--- config.mk ---
export PLATFORM = sky130hd
export DESIGN_NAME = sip_non_invite_client_transaction_unit
export DESIGN_NICKNAME = d
export VERILOG_FILES = /design/src/rtl/nict_pkg.sv /design/src/rtl/nict_csr.sv /design/src/rtl/nict_ctl.sv /design/src/rtl/sip_non_invite_client_transaction_unit.sv
export SDC_FILE = /design/constraint.sdc
export NUM_CORES = 1
export LEC_CHECK = 0
export ABC_AREA = 1
export ABC_CLOCK_PERIOD_IN_PS = 2000
export BUFFER_PORTS_ARGS = -buffer_cell sky130_fd_sc_hd__clkbuf_2
export CAP_MARGIN = 20
export CORE_MARGIN = 2
export CORE_UTILIZATION = 43
export DETAILED_ROUTE_END_ITERATION = 7
export GPL_TIMING_DRIVEN = 0
export PLACE_DENSITY = 0.72
export SLEW_MARGIN = 20
export SYNTH_ARGS = -nofsm -noshare
export SYNTH_HDL_FRONTEND = slang
export SYNTH_SLANG_ARGS = --single-unit
--- constraint.sdc ---
create_clock -name clock -period 2 [get_ports clock]
set_input_delay 0.4 -clock clock [delete_from_list [all_inputs] [get_ports clock]]
set_output_delay 0.4 -clock clock [all_outputs]
set_load 0.1 [all_outputs]
--- src/rtl/nict_pkg.sv ---
// Shared types and constants for the non-INVITE client transaction unit.
// No dependencies; every other file refers to this package by scoped names.
`default_nettype none

package nict_pkg;

   // Item action codes
   typedef enum logic [1:0] {
      ACT_SEND = 2'd0,
      ACT_RESP = 2'd1,
      ACT_TICK = 2'd2,
      ACT_NONE = 2'd3
   } action_type;

   // Transaction phase as reported on txn_state
   typedef enum logic [2:0] {
      PH_IDLE       = 3'd0,
      PH_TRYING     = 3'd1,
      PH_PROCEEDING = 3'd2,
      PH_COMPLETED  = 3'd3,
      PH_TERMINATED = 3'd4
   } phase_type;

   // Configuration register indexes
   localparam int unsigned CSR_INDEX_W = 3;
   localparam int unsigned CSR_DATA_W  = 24;
   localparam logic [CSR_INDEX_W-1:0] CSR_T1        = 3'd0;
   localparam logic [CSR_INDEX_W-1:0] CSR_T2        = 3'd1;
   localparam logic [CSR_INDEX_W-1:0] CSR_E_DEFAULT = 3'd2;
   localparam logic [CSR_INDEX_W-1:0] CSR_K_TICKS   = 3'd3;
   localparam logic [CSR_INDEX_W-1:0] CSR_LIFETIME  = 3'd4;
   localparam logic [CSR_INDEX_W-1:0] CSR_RELIABLE  = 3'd5;

   // Field widths
   localparam int unsigned TIMER_W    = 16;
   localparam int unsigned TIMEOUT_W  = 22;
   localparam int unsigned LIFETIME_W = 24;
   // Timer F is timer E scaled by 64, so the override is divided by 64
   localparam int unsigned F_SHIFT    = 6;

   // Reset values of the configuration registers
   localparam logic [TIMER_W-1:0]    T2_RESET        = 16'd4000;
   localparam logic [TIMER_W-1:0]    E_DEFAULT_RESET = 16'd500;
   localparam logic [TIMER_W-1:0]    K_TICKS_RESET   = 16'd5000;
   localparam logic [LIFETIME_W-1:0] LIFETIME_RESET  = 24'd300000;

   typedef struct packed {
      logic [TIMER_W-1:0]    timer_t2;
      logic [TIMER_W-1:0]    timer_e_default;
      logic [TIMER_W-1:0]    timer_k_ticks;
      logic [LIFETIME_W-1:0] max_lifetime;
      logic                  reliable;
   } cfg_type;

   typedef struct packed {
      action_type           action;
      logic                 response_is_final;
      logic [TIMEOUT_W-1:0] timeout_override;
   } item_type;

   typedef struct packed {
      logic      accepted;
      logic      send_request;
      logic      inform_user;
      logic      timed_out;
      logic      terminated;
      phase_type txn_state;
   } result_type;

endpackage

`default_nettype wire

--- src/rtl/nict_csr.sv ---
// Configuration register bank of the non-INVITE client transaction unit.
// Depends on nict_pkg for register indexes, reset values and cfg_type.
`default_nettype none

module nict_csr (
   input  wire logic                                clock,
   input  wire logic                                reset,
   input  wire logic                                csr_valid,
   output logic                                     csr_ready,
   input  wire logic [nict_pkg::CSR_INDEX_W-1:0]    csr_index,
   input  wire logic [nict_pkg::CSR_DATA_W-1:0]     csr_wdata,
   output nict_pkg::cfg_type                        cfg
);

   nict_pkg::cfg_type cfg_ff;
   nict_pkg::cfg_type cfg_in;

   assign csr_ready = 1'b1;
   assign cfg       = cfg_ff;

   // Decode the write; timer T1 is accepted but holds nothing the logic uses
   always_comb begin
      cfg_in = cfg_ff;
      if (csr_valid) begin
         unique case (csr_index)
            nict_pkg::CSR_T2:        cfg_in.timer_t2 = csr_wdata[nict_pkg::TIMER_W-1:0];
            nict_pkg::CSR_E_DEFAULT: cfg_in.timer_e_default =
                                        csr_wdata[nict_pkg::TIMER_W-1:0];
            nict_pkg::CSR_K_TICKS:   cfg_in.timer_k_ticks = csr_wdata[nict_pkg::TIMER_W-1:0];
            nict_pkg::CSR_LIFETIME:  cfg_in.max_lifetime =
                                        csr_wdata[nict_pkg::LIFETIME_W-1:0];
            nict_pkg::CSR_RELIABLE:  cfg_in.reliable = csr_wdata[0];
            default: ;
         endcase
      end
   end

   always_ff @(posedge clock) begin
      if (reset) begin
         cfg_ff.timer_t2        <= nict_pkg::T2_RESET;
         cfg_ff.timer_e_default <= nict_pkg::E_DEFAULT_RESET;
         cfg_ff.timer_k_ticks   <= nict_pkg::K_TICKS_RESET;
         cfg_ff.max_lifetime    <= nict_pkg::LIFETIME_RESET;
         cfg_ff.reliable        <= 1'b0;
      end else begin
         cfg_ff <= cfg_in;
      end
   end

endmodule

`default_nettype wire

--- src/rtl/nict_ctl.sv ---
// Transaction state machine and timers E, F, K and lifetime.
// Depends on nict_pkg; updates state once per item on the fire strobe.
`default_nettype none

module nict_ctl (
   input  wire logic                clock,
   input  wire logic                reset,
   input  wire logic                fire,
   input  wire nict_pkg::item_type  item,
   input  wire nict_pkg::cfg_type   cfg,
   output nict_pkg::result_type     result
);

   nict_pkg::phase_type               phase_ff, phase_in;
   logic [nict_pkg::TIMER_W-1:0]      retx_ivl_ff, retx_ivl_in;
   logic [nict_pkg::TIMER_W-1:0]      retx_cnt_ff, retx_cnt_in;
   logic                              retx_run_ff, retx_run_in;
   logic [nict_pkg::TIMEOUT_W-1:0]    to_cnt_ff, to_cnt_in;
   logic                              to_run_ff, to_run_in;
   logic [nict_pkg::TIMER_W-1:0]      lin_cnt_ff, lin_cnt_in;
   logic                              lin_run_ff, lin_run_in;
   logic [nict_pkg::LIFETIME_W-1:0]   life_cnt_ff, life_cnt_in;
   logic                              life_run_ff, life_run_in;

   logic [nict_pkg::TIMER_W-1:0]      init_e;
   logic [nict_pkg::TIMER_W:0]        doubled;
   logic                              active;
   logic                              f_exp, l_exp, k_exp, e_exp;

   // Expiry: a running timer at 0 or 1 expires on this tick
   assign f_exp  = to_run_ff   && (to_cnt_ff   <= nict_pkg::TIMEOUT_W'(1));
   assign l_exp  = life_run_ff && (life_cnt_ff <= nict_pkg::LIFETIME_W'(1));
   assign k_exp  = lin_run_ff  && (lin_cnt_ff  <= nict_pkg::TIMER_W'(1));
   assign e_exp  = retx_run_ff && (retx_cnt_ff <= nict_pkg::TIMER_W'(1));
   assign active = (phase_ff == nict_pkg::PH_TRYING) ||
                   (phase_ff == nict_pkg::PH_PROCEEDING);

   // Initial timer E: override divided by 64, else the default
   assign init_e  = (item.timeout_override != '0) ?
                    item.timeout_override[nict_pkg::TIMEOUT_W-1:nict_pkg::F_SHIFT] :
                    cfg.timer_e_default;
   assign doubled = {retx_ivl_ff, 1'b0};

   // Next state and result for the item in the input register
   always_comb begin
      phase_in    = phase_ff;
      retx_ivl_in = retx_ivl_ff;
      retx_cnt_in = retx_cnt_ff;
      retx_run_in = retx_run_ff;
      to_cnt_in   = to_cnt_ff;
      to_run_in   = to_run_ff;
      lin_cnt_in  = lin_cnt_ff;
      lin_run_in  = lin_run_ff;
      life_cnt_in = life_cnt_ff;
      life_run_in = life_run_ff;
      result      = '0;

      unique case (item.action)
         nict_pkg::ACT_SEND: begin
            if (phase_ff == nict_pkg::PH_IDLE) begin
               result.accepted     = 1'b1;
               result.send_request = 1'b1;
               phase_in    = nict_pkg::PH_TRYING;
               retx_ivl_in = init_e;
               retx_cnt_in = init_e;
               retx_run_in = !cfg.reliable;
               to_cnt_in   = {init_e, {nict_pkg::F_SHIFT{1'b0}}};
               to_run_in   = 1'b1;
               life_cnt_in = cfg.max_lifetime;
               life_run_in = 1'b1;
               lin_run_in  = 1'b0;
            end
         end
         nict_pkg::ACT_RESP: begin
            if (active) begin
               result.inform_user = 1'b1;
               if (!item.response_is_final) begin
                  phase_in = nict_pkg::PH_PROCEEDING;
               end else if (!cfg.reliable) begin
                  // Final on unreliable transport: linger in completed
                  phase_in    = nict_pkg::PH_COMPLETED;
                  retx_run_in = 1'b0;
                  to_run_in   = 1'b0;
                  lin_cnt_in  = cfg.timer_k_ticks;
                  lin_run_in  = 1'b1;
               end else begin
                  phase_in          = nict_pkg::PH_TERMINATED;
                  result.terminated = 1'b1;
                  retx_run_in = 1'b0;
                  to_run_in   = 1'b0;
                  lin_run_in  = 1'b0;
                  life_run_in = 1'b0;
               end
            end
         end
         nict_pkg::ACT_TICK: begin
            if (phase_ff != nict_pkg::PH_IDLE && phase_ff != nict_pkg::PH_TERMINATED) begin
               // Count down every running timer
               if (to_run_ff) begin
                  to_cnt_in = f_exp ? '0 : to_cnt_ff - nict_pkg::TIMEOUT_W'(1);
                  to_run_in = !f_exp;
               end
               if (life_run_ff) begin
                  life_cnt_in = l_exp ? '0 : life_cnt_ff - nict_pkg::LIFETIME_W'(1);
                  life_run_in = !l_exp;
               end
               if (lin_run_ff) begin
                  lin_cnt_in = k_exp ? '0 : lin_cnt_ff - nict_pkg::TIMER_W'(1);
                  lin_run_in = !k_exp;
               end
               if (retx_run_ff) begin
                  retx_cnt_in = e_exp ? '0 : retx_cnt_ff - nict_pkg::TIMER_W'(1);
                  retx_run_in = !e_exp;
               end

               // Timer F wins over lifetime and timer K
               if (f_exp && active) begin
                  result.timed_out  = 1'b1;
                  result.terminated = 1'b1;
               end else if (l_exp || k_exp) begin
                  result.terminated = 1'b1;
               end

               if (result.terminated) begin
                  phase_in    = nict_pkg::PH_TERMINATED;
                  retx_run_in = 1'b0;
                  to_run_in   = 1'b0;
                  lin_run_in  = 1'b0;
                  life_run_in = 1'b0;
               end else if (e_exp && active) begin
                  // Retransmit; back off up to T2 while trying, hold T2 while proceeding
                  result.send_request = 1'b1;
                  if (phase_ff == nict_pkg::PH_TRYING &&
                      doubled <= {1'b0, cfg.timer_t2}) begin
                     retx_ivl_in = doubled[nict_pkg::TIMER_W-1:0];
                     retx_cnt_in = doubled[nict_pkg::TIMER_W-1:0];
                  end else begin
                     retx_ivl_in = cfg.timer_t2;
                     retx_cnt_in = cfg.timer_t2;
                  end
                  retx_run_in = 1'b1;
               end
            end
         end
         default: ;
      endcase

      result.txn_state = phase_in;
   end

   // Commit state when the item moves into the result register
   always_ff @(posedge clock) begin
      if (reset) begin
         phase_ff    <= nict_pkg::PH_IDLE;
         retx_ivl_ff <= '0;
         retx_cnt_ff <= '0;
         retx_run_ff <= 1'b0;
         to_cnt_ff   <= '0;
         to_run_ff   <= 1'b0;
         lin_cnt_ff  <= '0;
         lin_run_ff  <= 1'b0;
         life_cnt_ff <= '0;
         life_run_ff <= 1'b0;
      end else if (fire) begin
         phase_ff    <= phase_in;
         retx_ivl_ff <= retx_ivl_in;
         retx_cnt_ff <= retx_cnt_in;
         retx_run_ff <= retx_run_in;
         to_cnt_ff   <= to_cnt_in;
         to_run_ff   <= to_run_in;
         lin_cnt_ff  <= lin_cnt_in;
         lin_run_ff  <= lin_run_in;
         life_cnt_ff <= life_cnt_in;
         life_run_ff <= life_run_in;
      end
   end

   // Timers E and F only run while the request is outstanding
   assert property (@(posedge clock) disable iff (reset)
      (retx_run_ff || to_run_ff) |->
         (phase_ff == nict_pkg::PH_TRYING || phase_ff == nict_pkg::PH_PROCEEDING))
      else $error("timer E or F running outside trying/proceeding");

   // Timer K only runs in completed
   assert property (@(posedge clock) disable iff (reset)
      lin_run_ff |-> (phase_ff == nict_pkg::PH_COMPLETED))
      else $error("timer K running outside completed");

   // A terminated transaction stays terminated
   assert property (@(posedge clock) disable iff (reset)
      (phase_ff == nict_pkg::PH_TERMINATED) |=> (phase_ff == nict_pkg::PH_TERMINATED))
      else $error("transaction left terminated");

   // An accepted send leaves the transaction in trying with timer F loaded
   assert property (@(posedge clock) disable iff (reset)
      (fire && result.accepted) |=> (phase_ff == nict_pkg::PH_TRYING && to_run_ff))
      else $error("accepted send did not start the transaction");

   // Nothing runs once terminated or idle
   assert property (@(posedge clock) disable iff (reset)
      (phase_ff == nict_pkg::PH_IDLE || phase_ff == nict_pkg::PH_TERMINATED) |->
         !(retx_run_ff || to_run_ff || lin_run_ff || life_run_ff))
      else $error("timer running while idle or terminated");

endmodule

`default_nettype wire

--- src/rtl/sip_non_invite_client_transaction_unit.sv ---
// Top level of the non-INVITE client transaction unit: input register, result register.
// Depends on nict_pkg, nict_csr and nict_ctl.
//
// Takes one transaction per clock cycle: a send, a response or a timer tick. Each
// transaction is captured in an input register, passes once through the state
// update logic, and its result lands in a result register; the throughput is one
// transaction per cycle while the result side takes them, and the state update between
// the two registers sets that figure. The input side keeps accepting while a result
// waits, up to one held transaction. Configuration writes are taken every cycle and
// apply at the next timer load; write them only while no transaction is in flight.
// Timer T1 can be written but does not affect behavior.
`default_nettype none

module sip_non_invite_client_transaction_unit (
   input  wire logic                              clock,
   input  wire logic                              reset,
   input  wire logic                              req_valid,
   output logic                                   req_ready,
   input  wire logic [1:0]                        req_action,
   input  wire logic                              req_response_is_final,
   input  wire logic [nict_pkg::TIMEOUT_W-1:0]    req_timeout_override,
   output logic                                   rsp_valid,
   input  wire logic                              rsp_ready,
   output logic                                   rsp_accepted,
   output logic                                   rsp_send_request,
   output logic                                   rsp_inform_user,
   output logic                                   rsp_timed_out,
   output logic                                   rsp_terminated,
   output logic [2:0]                             rsp_txn_state,
   input  wire logic                              csr_valid,
   output logic                                   csr_ready,
   input  wire logic [nict_pkg::CSR_INDEX_W-1:0]  csr_index,
   input  wire logic [nict_pkg::CSR_DATA_W-1:0]   csr_wdata
);

   nict_pkg::cfg_type    cfg;
   nict_pkg::item_type   item_ff;
   logic                 in_valid_ff, in_valid_in;
   nict_pkg::result_type result;
   nict_pkg::result_type rsp_ff;
   logic                 rsp_valid_ff, rsp_valid_in;
   logic                 fire;
   logic                 req_take;

   nict_csr u_csr (
      .clock     (clock),
      .reset     (reset),
      .csr_valid (csr_valid),
      .csr_ready (csr_ready),
      .csr_index (csr_index),
      .csr_wdata (csr_wdata),
      .cfg       (cfg)
   );

   nict_ctl u_ctl (
      .clock  (clock),
      .reset  (reset),
      .fire   (fire),
      .item   (item_ff),
      .cfg    (cfg),
      .result (result)
   );

   // Advance when the result register is free or being emptied
   assign fire      = in_valid_ff && (!rsp_valid_ff || rsp_ready);
   assign req_ready = !in_valid_ff || fire;
   assign req_take  = req_valid && req_ready;

   // Input register valid
   always_comb begin
      priority if (req_take) begin
         in_valid_in = 1'b1;
      end else if (fire) begin
         in_valid_in = 1'b0;
      end else begin
         in_valid_in = in_valid_ff;
      end
   end

   // Result register valid
   always_comb begin
      priority if (fire) begin
         rsp_valid_in = 1'b1;
      end else if (rsp_ready) begin
         rsp_valid_in = 1'b0;
      end else begin
         rsp_valid_in = rsp_valid_ff;
      end
   end

   always_ff @(posedge clock) begin
      if (reset) begin
         in_valid_ff  <= 1'b0;
         rsp_valid_ff <= 1'b0;
      end else begin
         in_valid_ff  <= in_valid_in;
         rsp_valid_ff <= rsp_valid_in;
      end
   end

   // Capture the transaction and its result
   always_ff @(posedge clock) begin
      if (req_take) begin
         item_ff.action            <= nict_pkg::action_type'(req_action);
         item_ff.response_is_final <= req_response_is_final;
         item_ff.timeout_override  <= req_timeout_override;
      end
      if (fire) begin
         rsp_ff <= result;
      end
   end

   assign rsp_valid        = rsp_valid_ff;
   assign rsp_accepted     = rsp_ff.accepted;
   assign rsp_send_request = rsp_ff.send_request;
   assign rsp_inform_user  = rsp_ff.inform_user;
   assign rsp_timed_out    = rsp_ff.timed_out;
   assign rsp_terminated   = rsp_ff.terminated;
   assign rsp_txn_state    = 3'(rsp_ff.txn_state);

endmodule

`default_nettype wire
==> results of run 1 <==
[placed cells by master (no fill, tap or decap), types with 19 or more instances in the layout]
master / count
edfxtp_1: 33
a31oi_1: 32
nand4_1: 30
o21ai_1: 30
nand2_1: 263
nor2_2: 23
a21oi_2: 19
inv_1: 109
clkbuf_16: 27
dfxtp_1: 158
buf_4: 42
xor2_1: 27
inv_2: 28
nor2_1: 207
nand3_1: 84
o21ai_0: 112
clkbuf_1: 27
nand2_2: 33
clkbuf_2: 75
a21oi_1: 94
[layout make-up]
type	count	area [um2]
well taps	335	419
fillers	2313	11700
repair buffers	109	731
flip-flops and latches	209	4540
clock buffers	30	663
plain buffers	67	477
multi-input cells	1133	6450
diodes	1	2.50
inverters	150	594
clock inverters	12	225
[final timing paths]
| path | end | slack [ns] | cells after the start |
|---|---|---|---|
| setup reg to reg | u_ctl.retx_cnt_ff[2] | -0.09 | 16 |
| setup / recovery | u_ctl.retx_cnt_ff[2] | -0.09 | 16 |
| hold reg to reg | u_csr.cfg[16] | 0.45 | 2 |
| hold / removal | item_ff[24] | 0.05 | 1 |
[what timing repair did]
| item | in CTS | in global routing |
|---|---|---|
| buffers inserted | 14 | 21 |
| setup endpoints to repair | 104 | 106 |
| resized for setup | 88 | 205 |
| hold buffers | 0 | 0 |
| gates cloned | 2 | 7 |
| pin swaps | 22 | 66 |
[worst register-to-register path: cells and delay by family, from the launching register on]
family                   cells  cell delay [ns]
buffers and inverters        2             0.25
AO/OA/AOI/OAI                1             0.15
adder cells (fa/ha/maj)      1             0.25
flip-flops                   1             0.34
AND/OR/NAND/NOR             12             1.03
[synthesized netlist by cell type, types with 7 or more instances]
master	number	area, um2
inv_1	139	522
xnor2_1	18	158
dfxtp_1	176	3520
nand2_1	300	1130
ha_1	27	338
xor2_1	27	236
clkbuf_1	43	161
nor2_2	11	68.8
nand4_1	30	188
buf_6	10	113
inv_2	7	26.3
nor2_1	226	848
nor3_1	20	100
o21ai_1	27	135
a21oi_1	111	556
or2_2	11	68.8
buf_2	7	35.0
o211ai_1	17	128
nand3_1	97	485
edfxtp_1	33	991
o21ai_0	121	606
a31oi_1	32	200
[per-stage QoR]
step | util (%) | power (mW)
after floorplan | - | 6.12
after global placement | 46.4 | 6.64
after detailed placement | 46.4 | 6.67
after CTS | 51.4 | 11.7
after global routing | 54.7 | 12.4
final | 54.8 | 12.0
[flip-flops by register name (all words and copies together), names as in the netlist, 3 cells and up]
register,cells
u_ctl.life_cnt_ff,24
u_ctl.phase_ff,3
u_ctl.to_cnt_ff,22
rsp_txn_state,3
u_ctl.retx_ivl_ff,16
u_ctl.lin_cnt_ff,16
u_ctl.retx_cnt_ff,16
u_csr.cfg,73
item_ff,25
[layer usage]
layer | vias to the layer above | part of all wire [%]
met5 | - | 0
li1 | 5480 | -
met3 | 171 | 9.5
met2 | 583 | 46
met1 | 5341 | 39
met4 | 0 | 5.6
[report_power, final]
group	internal, mW	total [mW]	switching, mW
Combinational	0.864	2.39	1.53
Sequential	4.47	4.64	0.172
Clock	3.12	4.94	1.82
[kinds of logic after synthesis]
group,Yosys count,share of synthesized area [%]
other,1,0.0335
DFF,209,40.4
buffers and inverters,218,8.29
adders and majority gates,27,3.02
AOI/OAI and AO/OA,340,16.9
xor gates and xnor gates,45,3.52
and+or+nand+nor,720,27.9
==> run metrics, run 1 <==
final WL=36.8 mm; # clock sinks=209; post-synth cell types=53; IO Pins=68; Post-Layout Cell Count=2,046; syn nets=1,644; kind of cell adding the most delay to the critical path=simple AND/OR/NAND/NOR gates; RSZ-0062 raised after global routing=true; finished layout cell area=14,100 um2; cell seen most often among critical-path stages=nand2_1; Placer Congestion=0.985; vias in the first global route=10,800; Worst Setup SP=u_csr.cfg[59]; Die Y=165 um; initial antenna violation count=0; HP Class=primary input to register; max-slew violation count=0; crit path buf inv count=2; Buffers on Ports=65; Crit. End Element=register; Tcrit/Tclk final=105%; clk_skew=0.0217 ns; WP data arrival=2.54 ns; Final min period=2.09 ns; violated checks=negative setup slack; area delta synth->final=26.1%; setup ws final=-0.0912 ns; max incr delay on CP=0.34 ns; slowest cell on the critical path=dfxtp_2; outcome=complete, but fails checks; P per Cell Area=849 nW/um2; area of the core=25,800 um2; worst path required time=2.45 ns; met2 usage=42.4%; Pleak=6.10 nW; crit-path max FO=6; detailed placer's ending HPWL=25.1 mm; r2r startpoint=u_csr.cfg[59]; Clock Path Buffers=3; GRT met1 Usage=32.2%; CTS tree=done; maximum vdd ir drop=641 uV; WL per Instance=18.0 um; Max-Cap Viols=0; register bit total from synthesis=209; vias=11,600; initial core utilization=43.4%; pre-CTS setup slack=-0.534 ns; cts bufs inserted=24; Ys Warns=0; drt first pass iters=7; Setup CP Type=register to register; drt via density=5.66; Detail Route Antenna Nets=0; DRC viols=0; largest net degree at the start of global routing=26; Worst-Margin Slew=0.974 ns; DP Cell Count=1,960; WHS=0.0536 ns; Final Hold Fails=0; Cell Area, Placed=12,000 um2; layout cells sized above 1=24.3%; row cnt=59; GR peak layer=met2; Async S/R FF share, synth=0%; synthesized area per cell=7.17 um2; Mapped Cells=1,560; gr usage total=25.7%; global-route wire length before repair=55.0 mm; min-delay src=req_action[1]; Clk pin slew, worst setup/hold paths=0.06 ns; die area=27,300 um2; H-tree depth=1; max_slew headroom=35.0%; critical-path cell list=inv_4, ha_4, nand2_2, nand2_2, nand2_1, nand2_1, nand2_1, nand2_1, nand2_1, nand3_2, nand2_4, nand2_8, buf_4, nand2_1, nand4_1, a21oi_1; Setup TNS Final=-0.863 ns; Netlist Area Pre-Place=11,200 um2; Seq/Total Area, Yosys=40.4%; CP Launch Type=register; Nets=1,778; FMAX=0.478 GHz; number of synthesized flops with an enable pin=33; # setup viols final=21; CTS Root Cell=clkbuf_16; total global routing overflow=0; Clk Latency, worst-skew pair=0.53 ns; Post-synth top flop=dfxtp_1; Global Route met3 Usage=4.77%; initial drt markers=1,077; die width=165 um
Note: power is estimated with default switching activity, not from simulation.
==> run 2: changes to the inputs <==
--- a/config.mk
+++ b/config.mk
@@ -13,7 +13,6 @@
 export CORE_UTILIZATION = 43
 export DETAILED_ROUTE_END_ITERATION = 7
 export GPL_TIMING_DRIVEN = 0
-export PLACE_DENSITY = 0.72
 export SLEW_MARGIN = 20
 export SYNTH_ARGS = -nofsm -noshare
 export SYNTH_HDL_FRONTEND = slang
==> run 2 against run 1 <==
Net effect: the flow still finishes with violations (negative setup slack); sequential power barely moved; clock skew decreased by 0.0070 ns; combinational power up 3%; via count fell by 3.5%; critical path depth fell by 3; non-clock buffer count up 4; first-iteration DRC count shrank 12%; hold slack worse by 0.014 ns; power down 5.0%; sequential cell count did not move; clock-buffer cell count unchanged; final cell count grew 0.34%; critical path type unchanged; critical endpoint is now u_ctl.retx_ivl_ff[4].
==> run metrics, run 2 (synthesis gave the netlist of run 1 again) <==
Placer Congestion=0.911; max_slew headroom=34.2%; initial core utilization=43.4%; # setup viols final=3; initial drt markers=947; area of the core=25,800 um2; DP Cell Count=1,960; area delta synth->final=28.1%; Max-Cap Viols=0; Crit. End Element=register; CTS tree=done; IO Pins=68; HP Class=primary input to register; min-delay src=req_response_is_final; die area=27,300 um2; finished layout cell area=14,300 um2; Post-Layout Cell Count=2,053; vias=11,200; die width=165 um; global-route wire length before repair=56.9 mm; violated checks=negative setup slack; commonest non-fill, non-tap cell in the layout=nand2_1; largest net degree at the start of global routing=26; Worst-Margin Slew=0.985 ns; final WL=37.6 mm; Die Y=165 um; FMAX=0.490 GHz; P per Cell Area=794 nW/um2; r2r startpoint=u_csr.cfg[72]; layout cells sized above 1=24.6%; CTS Root Cell=clkbuf_16; fillers=2,451; Detail Route Antenna Nets=0; Nets=1,784; setup ws final=-0.0411 ns; detailed placer's ending HPWL=26.3 mm; crit-path max FO=6; n_diodes=0; drt via density=5.44; # clock sinks=209; drt first pass iters=6; initial antenna violation count=0; utilization after layout=55.6%; row cnt=59; total power=11.4 mW; Tcrit/Tclk final=102%; Pleak=6.11 nW; Worst Setup SP=u_csr.cfg[72]; Final min period=2.04 ns; Setup CP Type=register to register; Buffers on Ports=65; DRC viols=0; CP Launch Type=register; Final Hold Fails=0; clk_skew=0.0146 ns; Clock Path Buffers=3; H-tree depth=1; CTS Hold Bufs=0; Cell Area, Placed=12,000 um2; max-slew violation count=0; total global routing overflow=0; gr usage total=27.1%; RSZ-0062 raised after global routing=true; Clk Latency, worst-skew pair=0.54 ns; WL per Instance=18.3 um; outcome=complete, but fails checks; WP data arrival=2.47 ns; vias in the first global route=10,200; Largest register FFs=73; worst path required time=2.43 ns; maximum vdd ir drop=695 uV; most frequent cells in the layout=267 x nand2_1, 204 x nor2_1, 165 x dfxtp_1; cts bufs inserted=24; Clk pin slew, worst setup/hold paths=0.06 ns
[run 2: changes by cell type in the layout (fill, tap and decap cells not counted), sizes merged]
cell	delta
clkinv	+4
clkinvlp	+4
bufinv	-5
nand3	+1
clkbuf	+4
diode	-1
[run 2: report_power, final]
part	internal, mW	switching (mW)	total, mW
clock	2.39	1.88	4.27
combinational	0.907	1.56	2.47
sequential	4.47	0.169	4.64
total	7.76	3.61	11.4
[run 2: stage by stage]
| stage | setup TNS [ns] | worst slack [ns] | hold WS, ns |
|---|---|---|---|
| 4_1_cts | -0.0331 | -0.0331 | 0.0150 |
| 3_3_place_gp | -54.68 | -0.596 | 0.440 |
| 6_report | -0.0522 | -0.0411 | 0.0396 |
| 5_1_grt | -3.25 | -0.118 | 0.0320 |
| 3_5_place_dp | -54.38 | -0.584 | 0.443 |
| 2_1_floorplan | 0 | 0.0217 | 0.425 |
[run 2: repair_timing]
| action | CTS | global route |
|---|---|---|
| gates resized for setup | 110 | 220 |
| setup buffers | 15 | 21 |
| gates cloned | 4 | 9 |
| pin swaps | 22 | 58 |
| setup endpoints to repair | 107 | 104 |
| endpoints found under the hold margin | 0 | 0 |
[run 2: path summary, 6_finish.rpt]
kind / end / slack (ns) / cells after the start
setup reg to reg: u_ctl.retx_ivl_ff[4] / -0.04 / 13
hold / removal: item_ff[22] / 0.04 / 1
setup / recovery: u_ctl.retx_ivl_ff[4] / -0.04 / 13
hold reg to reg: u_csr.cfg[10] / 0.46 / 2
[run 2: area by class of cell]
cell class                      instances  area, um2  area share [%]
Clock inverter                         14        115           0.803
Timing Repair Buffer                  112        856            5.97
Buffer                                 68        526            3.67
Timing Repair inverter                  1       7.51          0.0524
Multi-Input combinational cell       1134       6650            46.4
Clock buffer                           30        633            4.42
Sequential cell                       209       4530            31.6
Tap cell                              335        419            2.93
Inverter                              150        589            4.11
[run 2: layer usage]
layer / part of all wire [%] / wire (um) / track usage (%) / up-vias
li1: - / - / - / 5494
met1: 45 / 16800 / 37.6 / 5205
met2: 45 / 17100 / 43.2 / 398
met3: 7.3 / 2750 / 4.65 / 68
met4: 2.7 / 1030 / 7.94 / 0
met5: 0 / 0 / 0 / -
[run 2: critical path, cell delays in order (launching register included)]
cell and delay (ns):
dfxtp_2 0.34, inv_4 0.05, ha_4 0.28, nand2_4 0.05
nor2_4 0.16, and2_4 0.17, nand3b_1 0.08, nand3_2 0.10
nand2_4 0.10, nand2_8 0.11, clkbuf_16 0.15, a21oi_1 0.07
a21oi_2 0.21, nor2_1 0.06
==> run 3: changes to the inputs <==
--- a/config.mk
+++ b/config.mk
@@ -6,13 +6,16 @@
 export NUM_CORES = 1
 export LEC_CHECK = 0
 export ABC_AREA = 1
-export ABC_CLOCK_PERIOD_IN_PS = 2000
 export BUFFER_PORTS_ARGS = -buffer_cell sky130_fd_sc_hd__clkbuf_2
 export CAP_MARGIN = 20
+export CELL_PAD_IN_SITES_DETAIL_PLACEMENT = 1
+export CELL_PAD_IN_SITES_GLOBAL_PLACEMENT = 2
 export CORE_MARGIN = 2
-export CORE_UTILIZATION = 43
+export CORE_UTILIZATION = 32
 export DETAILED_ROUTE_END_ITERATION = 7
 export GPL_TIMING_DRIVEN = 0
+export PLACE_DENSITY_LB_ADDON = 0.1
+export SKIP_LAST_GASP = 1
 export SLEW_MARGIN = 20
 export SYNTH_ARGS = -nofsm -noshare
 export SYNTH_HDL_FRONTEND = slang
==> run 3 against run 2 <==
Net effect: the run still ends with negative setup slack left; sequential power about the same; design area increased by 9.1%; combinational power increased by 14%; register-to-register slack got worse by 0.11 ns; largest cell class unchanged.
==> run metrics, run 3 (synthesis gave the netlist of run 1 again) <==
outcome=complete, but fails checks; violated checks=negative setup slack; max-slew violation count=0; HP Class=primary input to register; min-delay src=req_timeout_override[11]; Largest register FFs=73; # clock sinks=209; r2r startpoint=u_csr.cfg[72]; clk_skew=0.0215 ns; detailed placer's ending HPWL=32.7 mm; Worst-Margin Slew=0.870 ns; initial core utilization=32.5%; Cell Area, Placed=12,100 um2; hold endpoint=item_ff[11]; CTS tree=done; utilization after layout=45.4%; Worst Setup SP=u_csr.cfg[72]; cts bufs inserted=27; fillers=4,127; gr usage total=25.3%; pre-CTS setup slack=-0.864 ns; setup ws final=-0.151 ns; most frequent cells in the layout=241 x nand2_1, 194 x nor2_1, 154 x dfxtp_1; final WL=46.7 mm; Max-Cap Viols=0; global-route wire length before repair=69.9 mm; H-tree depth=1; layout cells sized above 1=30.4%; drt first pass iters=5; drt via density=5.18; die area=36,500 um2; IO Pins=68; Clk Latency, worst-skew pair=0.56 ns; worst path required time=2.48 ns; finished layout cell area=15,600 um2; Tcrit/Tclk final=108%; Clk pin slew, worst setup/hold paths=0.06 ns; multi-input logic area=7000 um2; WL per Instance=21.0 um; row cnt=68; Pleak=6.54 nW; commonest non-fill, non-tap cell in the layout=nand2_1; vias in the first global route=11,700; initial drt markers=503; Worst R2R End=u_ctl.retx_cnt_ff[11]; Clock Path Buffers=3; CTS Root Cell=clkbuf_16; area of the core=34,500 um2; Placer Congestion=0.830; area delta synth->final=39.8%; Reg2Reg Depth=12; Crit. End Element=register; WP data arrival=2.63 ns; P per Cell Area=800 nW/um2; initial antenna violation count=0; FMAX=0.465 GHz; Sequential Area=4550 um2; Die Y=191 um; Detail Route Antenna Nets=0; hold depth=1; largest net degree at the start of global routing=26; flop2flop setup slack=-0.15 ns; vias=11,500; die width=191 um; Setup CP Type=register to register; CP Launch Type=register; RSZ-0062 raised after global routing=true; Buffers on Ports=65; # setup viols final=59; Final Hold Fails=0; WHS=0.0209 ns; max_slew headroom=42.0%; DRC viols=0; crit-path max FO=6; Nets=1,837; Final min period=2.15 ns; total global routing overflow=0; maximum vdd ir drop=676 uV
==> run 3: changes by cell type in the layout (fill, tap and decap cells not counted), moves of 7 or more <==
cell	delta
buf_12	+9
buf_4	+17
buf_6	+7
dfxtp_1	-11
dfxtp_2	+9
dlygate4sd3_1	+15
nand2_1	-26
nand2_2	+20
nand3_1	-7
nor2_1	-10
nor2_2	+9
==> run 3: what timing repair did <==
action / CTS / global route
endpoints found under the setup margin: 134 / 112
pin swaps: 46 / 89
endpoints found under the hold margin: 15 / 0
resized for setup: 235 / 235
cloned: 10 / 5
buffers inserted: 41 / 32
hold buffers: 15 / 0
==> run 3: critical path: stages, from the launching register on <==
cell and delay (ns):
dfxtp_2 0.33, inv_4 0.06, ha_4 0.29, nand2_4 0.05
nor2_4 0.15, and2_4 0.16, nand3b_1 0.10, nand3_2 0.11
nand2_4 0.12, clkbuf_16 0.19, nand3_1 0.10, nand4_1 0.24
a21oi_1 0.19
==> run 3: worst max path at each step <==
stage,to,cells past startpoint
floorplan,u_ctl.life_cnt_ff[18],9
global placement,u_csr.cfg[54],6
detailed placement,u_csr.cfg[53],6
CTS,u_ctl.retx_cnt_ff[13],13
global route,u_ctl.retx_cnt_ff[11],12
finish,u_ctl.retx_cnt_ff[11],12
==> run 3: power by group <==
| part | internal [mW] | switching [mW] |
|---|---|---|
| Clock | 3.04 | 2.00 |
| Sequential | 4.47 | 0.182 |
| Combinational | 1.06 | 1.76 |
==> run 3: per-stage QoR <==
step	power, mW	TNS (ns)	cells
after floorplan	6.12	0	1560
after CTS	12.2	-2.51	2196
after global routing	13.0	-11.55	2229
after detailed placement	6.83	-84.79	2080
after global placement	6.80	-85.72	2080
final	12.5	-4.55	2230
==> run 3: routing by layer <==
| metal | track usage (%) | wire (um) | up-vias |
|---|---|---|---|
| met3 | 3.08 | 1910 | 77 |
| li1 | - | - | 5595 |
| met1 | 34.7 | 21600 | 5669 |
| met4 | 6.14 | 1380 | 0 |
| met2 | 42.1 | 21800 | 207 |
| met5 | 0 | 0 | - |
==> run 3: layout make-up <==
cell class,count,area share (%)
repair buffers,164,8.93
flip-flops and latches,209,29.1
well taps,455,3.64
clock buffers,36,4.86
clock inverters,14,0.944
plain buffers,68,3.80
multi-input cells,1133,44.8
diodes,1,0.0160
inverters,150,3.95
